File: src/rme_pkg.sv
// ----------------------------------------------------------------------------
// rme_pkg
// Shared types and constants for the rotation matrix to Euler angle block.
// ----------------------------------------------------------------------------
package rme_pkg;

  localparam int unsigned ITERS = 40;
  localparam int unsigned CW    = 44;   // CORDIC datapath width
  localparam int unsigned ZW    = 45;   // Q40 angle accumulator width

  localparam logic signed [ZW-1:0] PI_Q40 = 45'sd3454217652358;

  typedef logic signed [CW-1:0] cdata_t;
  typedef logic signed [ZW-1:0] zang_t;

  typedef struct packed {
    cdata_t x;
    cdata_t y;
    zang_t  z;
  } cvec_t;

  typedef struct packed {
    logic order;
    logic lock;
    logic [1:0] neg;   // negate results of the two atan2 units
    logic zero_a;      // first atan2 result forced to zero
    logic zero_b;
  } side_t;

  function automatic zang_t atan_tab(input int unsigned i);
    zang_t t;
    unique case (i)
      0:  t = 45'sd863554413089;  1:  t = 45'sd509785937287;
      2:  t = 45'sd269356888665;  3:  t = 45'sd136729762476;
      4:  t = 45'sd68630207382;   5:  t = 45'sd34348560106;
      6:  t = 45'sd17178471287;   7:  t = 45'sd8589759836;
      8:  t = 45'sd4294945451;    9:  t = 45'sd2147480917;
      10: t = 45'sd1073741483;    11: t = 45'sd536870869;
      12: t = 45'sd268435451;     13: t = 45'sd134217727;
      14: t = 45'sd67108864;      15: t = 45'sd33554432;
      16: t = 45'sd16777216;      17: t = 45'sd8388608;
      18: t = 45'sd4194304;       19: t = 45'sd2097152;
      20: t = 45'sd1048576;       21: t = 45'sd524288;
      22: t = 45'sd262144;        23: t = 45'sd131072;
      24: t = 45'sd65536;         25: t = 45'sd32768;
      26: t = 45'sd16384;         27: t = 45'sd8192;
      28: t = 45'sd4096;          29: t = 45'sd2048;
      30: t = 45'sd1024;          31: t = 45'sd512;
      32: t = 45'sd256;           33: t = 45'sd128;
      34: t = 45'sd64;            35: t = 45'sd32;
      36: t = 45'sd16;            37: t = 45'sd8;
      38: t = 45'sd4;             default: t = 45'sd2;
    endcase
    return t;
  endfunction

endpackage

File: src/rme_isqrt.sv
// ----------------------------------------------------------------------------
// rme_isqrt
// Pipelined restoring square root, one result bit per stage.
// ----------------------------------------------------------------------------
module rme_isqrt import rme_pkg::*; #(
  parameter int unsigned IW = 62
) (
  input  logic            clk,
  input  logic            en,
  input  logic [IW-1:0]   din,
  output logic [IW/2-1:0] dout
);
  localparam int unsigned NS = IW / 2;
  localparam int unsigned RW = NS + 2;

  logic [IW-1:0] v_r [NS+1];
  logic [RW-1:0] rem_r [NS+1];
  logic [NS-1:0] q_r [NS+1];

  always_comb begin
    v_r[0]   = din;
    rem_r[0] = '0;
    q_r[0]   = '0;
  end

  for (genvar s = 0; s < NS; s++) begin : g_st
    logic [RW-1:0] trial;
    logic [RW-1:0] rsh;
    logic [RW-1:0] rem_nxt;
    logic [NS-1:0] q_nxt;
    always_comb begin
      rsh   = {rem_r[s][RW-3:0], v_r[s][IW-1 -: 2]};
      trial = {q_r[s], 2'b01};
      if (rsh >= trial) begin
        rem_nxt = rsh - trial;
        q_nxt   = {q_r[s][NS-2:0], 1'b1};
      end else begin
        rem_nxt = rsh;
        q_nxt   = {q_r[s][NS-2:0], 1'b0};
      end
    end
    logic [IW-1:0] v_nr;
    logic [RW-1:0] rem_nr;
    logic [NS-1:0] q_nr;
    always_ff @(posedge clk) begin
      if (en) begin
        v_nr   <= {v_r[s][IW-3:0], 2'b00};
        rem_nr <= rem_nxt;
        q_nr   <= q_nxt;
      end
    end
    assign v_r[s+1]   = v_nr;
    assign rem_r[s+1] = rem_nr;
    assign q_r[s+1]   = q_nr;
  end

  assign dout = q_r[NS];
endmodule

File: config.mk
export PLATFORM = sky130hd
export DESIGN_NAME = rme_isqrt
export DESIGN_NICKNAME = d
export VERILOG_FILES = /design/src/rme_pkg.sv /design/src/rme_isqrt.sv
export SDC_FILE = /design/constraint.sdc
export NUM_CORES = 2
export LEC_CHECK = 0
export BUFFER_PORTS_ARGS = -buffer_cell sky130_fd_sc_hd__buf_2
export CORE_MARGIN = 3
export CORE_UTILIZATION = 50
export CTS_CLUSTER_DIAMETER = 60
export DETAILED_ROUTE_END_ITERATION = 8
export PLACE_DENSITY = 0.68
export SLEW_MARGIN = 30
export SYNTH_ARGS = -nofsm -noshare
export SYNTH_HDL_FRONTEND = slang
export SYNTH_SLANG_ARGS = --single-unit
File: constraint.sdc
create_clock -name clk -period 3.5 [get_ports clk]
set_input_delay 0.7 -clock clk [delete_from_list [all_inputs] [get_ports clk]]
set_output_delay 0.7 -clock clk [all_outputs]
set_load 0.05 [all_outputs]
# == Yosys cells after proc, flatten, opt, wreduce, memory -nomap -nowiden ==
# Index checks and enable logic that the tools add are counted.
# op_classes
n_mux,61
order_cmp,31
n_addsub,30
# ops
cell,n
31-bit 2-to-1 mux,29
33-bit by 10-bit greater-or-equal comparator with 1-bit output,1
33-bit by 11-bit greater-or-equal comparator with 1-bit output,1
33-bit by 12-bit greater-or-equal comparator with 1-bit output,1
33-bit by 13-bit greater-or-equal comparator with 1-bit output,1
33-bit by 14-bit greater-or-equal comparator with 1-bit output,1
33-bit by 15-bit greater-or-equal comparator with 1-bit output,1
33-bit by 16-bit greater-or-equal comparator with 1-bit output,1
33-bit by 17-bit greater-or-equal comparator with 1-bit output,1
33-bit by 18-bit greater-or-equal comparator with 1-bit output,1
33-bit by 19-bit greater-or-equal comparator with 1-bit output,1
33-bit by 20-bit greater-or-equal comparator with 1-bit output,1
33-bit by 21-bit greater-or-equal comparator with 1-bit output,1
33-bit by 22-bit greater-or-equal comparator with 1-bit output,1
33-bit by 23-bit greater-or-equal comparator with 1-bit output,1
33-bit by 24-bit greater-or-equal comparator with 1-bit output,1
33-bit by 25-bit greater-or-equal comparator with 1-bit output,1
33-bit by 26-bit greater-or-equal comparator with 1-bit output,1
33-bit by 27-bit greater-or-equal comparator with 1-bit output,1
33-bit by 28-bit greater-or-equal comparator with 1-bit output,1
33-bit by 29-bit greater-or-equal comparator with 1-bit output,1
33-bit by 3-bit greater-or-equal comparator with 1-bit output,1
33-bit by 30-bit greater-or-equal comparator with 1-bit output,1
33-bit by 31-bit greater-or-equal comparator with 1-bit output,1
40 further kinds,70
# word_totals
input_bits,64
reg_bits,2328

# == Depth between registers and ports, before layout ==
# logic_depth
ltp_word,2
ltp_mapped,14
depth_no_buf,12

# == Worst setup path after synthesis ==
# Ideal clock, no wire load.
# synth_path
kind,reg2reg
start,register g_st[28].rem_nr[0]
end,register g_st[29].rem_nr[23] (data pin)
t_arrival_ns,3.060
required_time_ns,3.240
setup_slack_ns,0.181
setup_ns,0.260
path_stages_with_launch,12
path_buffers,1
path_cell_list,edfxtp_1 ha_1 o21ai_0 a22oi_1 a31o_2 a21o_1 a31oi_1 o31a_1 o31ai_1 o21ai_1 clkbuf_1 mux2_2
# synth_via
elab_chain_cells,2
word_cells_on_any_way,3
classes_between,1 x add/sub; 1 x order compare; 1 x mux
# synth_rtl
item,line,text
from (decl),rme_isqrt.sv:43,logic [RW-1:0] rem_nr;
from (signal assigned),rme_isqrt.sv:48,rem_nr <= rem_nxt;
31-bit subtractor / 33-bit by 31-bit greater-or-equal comparator with 1-bit output (equally long branches),"rme_isqrt.sv:35, rme_isqrt.sv:34",
31-bit 2-to-1 mux *,rme_isqrt.sv:34,if (rsh >= trial) begin
via g_st[29].rem_nxt[23],rme_isqrt.sv:29,logic [RW-1:0] rem_nxt;
to (signal assigned),rme_isqrt.sv:48,
to (decl),rme_isqrt.sv:43,
# Mark *: on every way through the listed nets, which the timed path passes. The rest lies on a longest branch.
# A chain may end at the register's enable or synchronous reset.

# == Worst setup path after layout ==
# layout_path
start,register g_st[11].q_nr[11]
end,register g_st[12].rem_nr[26] (data pin)
# layout_via
elab_chain_cells,2
word_cells_on_any_way,3
classes_between,1 x add/sub; 1 x order compare; 1 x mux
# layout_rtl
item,line,text
from (decl),rme_isqrt.sv:44,logic [NS-1:0] q_nr;
from (signal assigned),rme_isqrt.sv:49,q_nr <= q_nxt;
31-bit by 14-bit subtractor with 31-bit output / 33-bit by 14-bit greater-or-equal comparator with 1-bit output (equally long branches),"rme_isqrt.sv:35, rme_isqrt.sv:34",
31-bit 2-to-1 mux *,rme_isqrt.sv:34,
via g_st[12].rem_nxt[26],rme_isqrt.sv:29,
to (signal assigned),rme_isqrt.sv:48,
to (decl),rme_isqrt.sv:43,
# Marks and branches as above.

==> flow_summary.toml <==
[drt]
postRouteAntennaNets = 0
wl_met1_mm = 88.4
drtPass1Iterations = 6
num_vias = 65200
wire_per_inst_um = 18.1
drc_errors = 0
first_iter_violations = 5032
wl_met3_mm = 9.06
top_layer = "met5"
drt_wl_total_mm = 213
via_per_inst = 5.54
met2_length_mm = 108

[floorplan]
die-area_mm2 = 0.220
fp.coreArea_mm2 = 0.213
io_pins = 95
start_util_pct = 50.3
die_h_um = 469
die_x_um = 469
rows = 169

[critical_path]
cp_slowest_stage_delay_ns = 0.51
cp.required_ns = 4.09
critPathLaunchType = "flip-flop"
cp_cell_sequence = "inv_1 > ha_2 > nand4_1 > nor4_4 > nand4_1 > or3_1 > nand3_2 > a311oi_4 > buf_4 > or4_4 > nor4_4 > xor2_1"
cp.arrival_ns = 3.99
path_max_fanout = 8
critPathCaptureType = "flip-flop"
worst_path_max_delay_cell = "or4_4"
path_class = "reg2reg"

[power]
clkPwrFrac_pct = 32.3
vdd_drop_max_v = 0.000547
switchingPower_mw = 23.1
seq_power_share_pct = 45.9
pwr-share-comb_pct = 21.8
p_int_mw = 58.1
power.share.switching_pct = 28.4
finalPower_mw = 81.2
power.density_mw_per_mm2 = 663
leakage_nw = 47.0

[sta]
period_needed_ns = 3.40
slew_headroom_pct = 36.1
hold_viol = 0
slew_viol_final = 0
tightest_slew_ns = 0.946
tns_ns = 0
finalCritPeriodShare_pct = 97.2
fmax_ghz = 0.294
setup_violations = 0
fin_ws_ns = 0.0981
skew_ns = 0.0556

[run]
maxCapViolCount = 0

[logic_synthesis]
ys_seq_area_share_pct = 64.6
ys.flop_type = "edfxtp_1"
synth.avg_cell_area_um2 = 13.0
synth-edff-count = 2300
yosys.cell_types.count = 91
yosys_warnings = 0
synth-seq-cells = 2300
synth_top_family_by_area = "simple AND/OR/NAND/NOR gates"
ys_async_sr_fraction_pct = 0
synth_adder_area_share_pct = 6.21
synth-compound-area-share_pct = 9.71
yosys.area_share.xor_xnor_pct = 5.85
synth_area_mm2 = 0.107
synthMuxAreaShare_pct = 1.03
mappedNetlistNets = 8798
synth_cells = 8203
synth-simple-area-share_pct = 9.76

[place]
dp.cells = 11200
gp_congestion = 0.933
place_ws_ns = -0.468
port_buffers = 94
dp_hpwl_mm = 153

[global_route]
grt_max_degree = 113
grt_pass1_vias = 64700
grt_usage_pct = 19.2
grt_antenna_before_repair = 4
overflow = 0
grt_first_pass_wirelength_mm = 340

[clock_network]
numCtsBuffers = 238
cts_buffer_depth = 3
root_buffer = "clkbuf_16"
htree_levels = 4
cts_tree = "done"
clk_latency_ns = 0.88
clk_pin_slew_ns = 0.06
cts_num_sinks = 2300

[finish]
final_util_pct = 57.7
final_common_cell = "edfxtp_1"
final_nets = 9326
layout_common_cells = "2,300 x edfxtp_1, 649 x inv_1, 565 x nand2_1"
fin_cells = 11800
drive_above_1_share_pct = 11.2
syn2layout_area_growth_pct = 14.6

[min_path]
hold_path.class = "in2reg"

[outcome]
status = "complete, no violations"
-- cell type report --
class                   instances  area (µm²)
clock inverters               185        2250
inverters                     654        2470
well taps                    2821        3530
flip-flops and latches       2300       69100
diodes                          1        2.50
repair buffers                446        3870
clock buffers                 268        6070
multi-input cells            5091       35300
fillers                     16700       89900
-- critical path: cells and delay by family, from the launching register on --
family,cells,cell delay [ns]
AND/OR/NAND/NOR,7,1.98
adder cells (fa/ha/maj),1,0.39
flip-flops,1,0.38
buffers and inverters,2,0.23
XOR/XNOR,1,0.10
AO/OA/AOI/OAI,1,0.07
-- stage by stage --
step | hold slack [ns] | instance area [µm²]
floorplan | 0.400 | 107000
global placement | 0.400 | 113000
detailed placement | 0.405 | 113000
CTS | 0.0148 | 122000
global route | 0.0442 | 123000
finish | 0.100 | 123000
-- cells by family after synthesis --
kind of cell / after synthesis
buffers and inverters: 812
adders and majority gates: 531
DFF: 2300
other: 1
xor gates and xnor gates: 715
AOI/OAI and AO/OA: 1662
and+or+nand+nor: 2082
muxes: 100
-- layer usage --
metal  GRT usage (%)  vias to the layer above
met4            6.90                        2
met3            2.73                      453
met5               0                        -
met1            24.2                    31600
li1                -                    31600
met2            33.8                     1546
-- Yosys cell counts, drive strengths merged, types with 84 or more instances --
| library cell | n | area (µm²) |
|---|---|---|
| xor2 | 350 | 3070 |
| ha | 531 | 6640 |
| nand2b | 100 | 626 |
| a21oi | 472 | 2360 |
| nor3 | 187 | 941 |
| a21o | 205 | 1540 |
| mux2 | 84 | 946 |
| nand3 | 119 | 596 |
| nand4 | 92 | 591 |
| nor4 | 110 | 722 |
| edfxtp | 2300 | 69100 |
| xnor2 | 365 | 3200 |
| o21a | 95 | 713 |
| nor2 | 469 | 1770 |
| o21ai | 436 | 2190 |
| clkbuf | 133 | 499 |
| nand2 | 566 | 2120 |
| inv | 653 | 2460 |
-- power by group through the flow --
stage	clock network, mW	registers, mW	logic [mW]
finish	26.2	37.3	17.7
global route	28.1	37.6	19.7
CTS	27.0	37.3	17.5
detailed placement	0	37.8	17.3
global placement	0	37.8	16.9
floorplan	0	36.8	12.5
-- timing repair --
action,4_1_cts,5_1_grt
hold endpoints to repair,60,0
hold buffers,60,0
resized for setup,10,82
cloned,0,1
setup buffers,0,14
pin swaps,1,16
setup endpoints to repair,38,277
-- sequential cells by signal (all words and copies together) (netlist names) --
name and count:
dout 31, g_st.rem_nr 874, g_st.v_nr 930, g_st.q_nr 465
-- final timing paths --
path | slack (ns) | end | startpoint | cells after the start
worst min register to register | 0.40 | g_st[14].v_nr[30]$_DFFE_PP_ | g_st[13].v_nr[28]$_DFFE_PP_ | 0
worst max register to register | 0.1 | g_st[12].rem_nr[26]$_DFFE_PP_ | g_st[11].q_nr[11]$_DFFE_PP_ | 12
worst min-delay path | 0.10 | g_st[0].q_nr[0]$_DFFE_PP_ | din[61] | 2
worst max-delay path | 0.1 | g_st[12].rem_nr[26]$_DFFE_PP_ | g_st[11].q_nr[11]$_DFFE_PP_ | 12
Note: power is estimated with default switching activity, not from simulation.
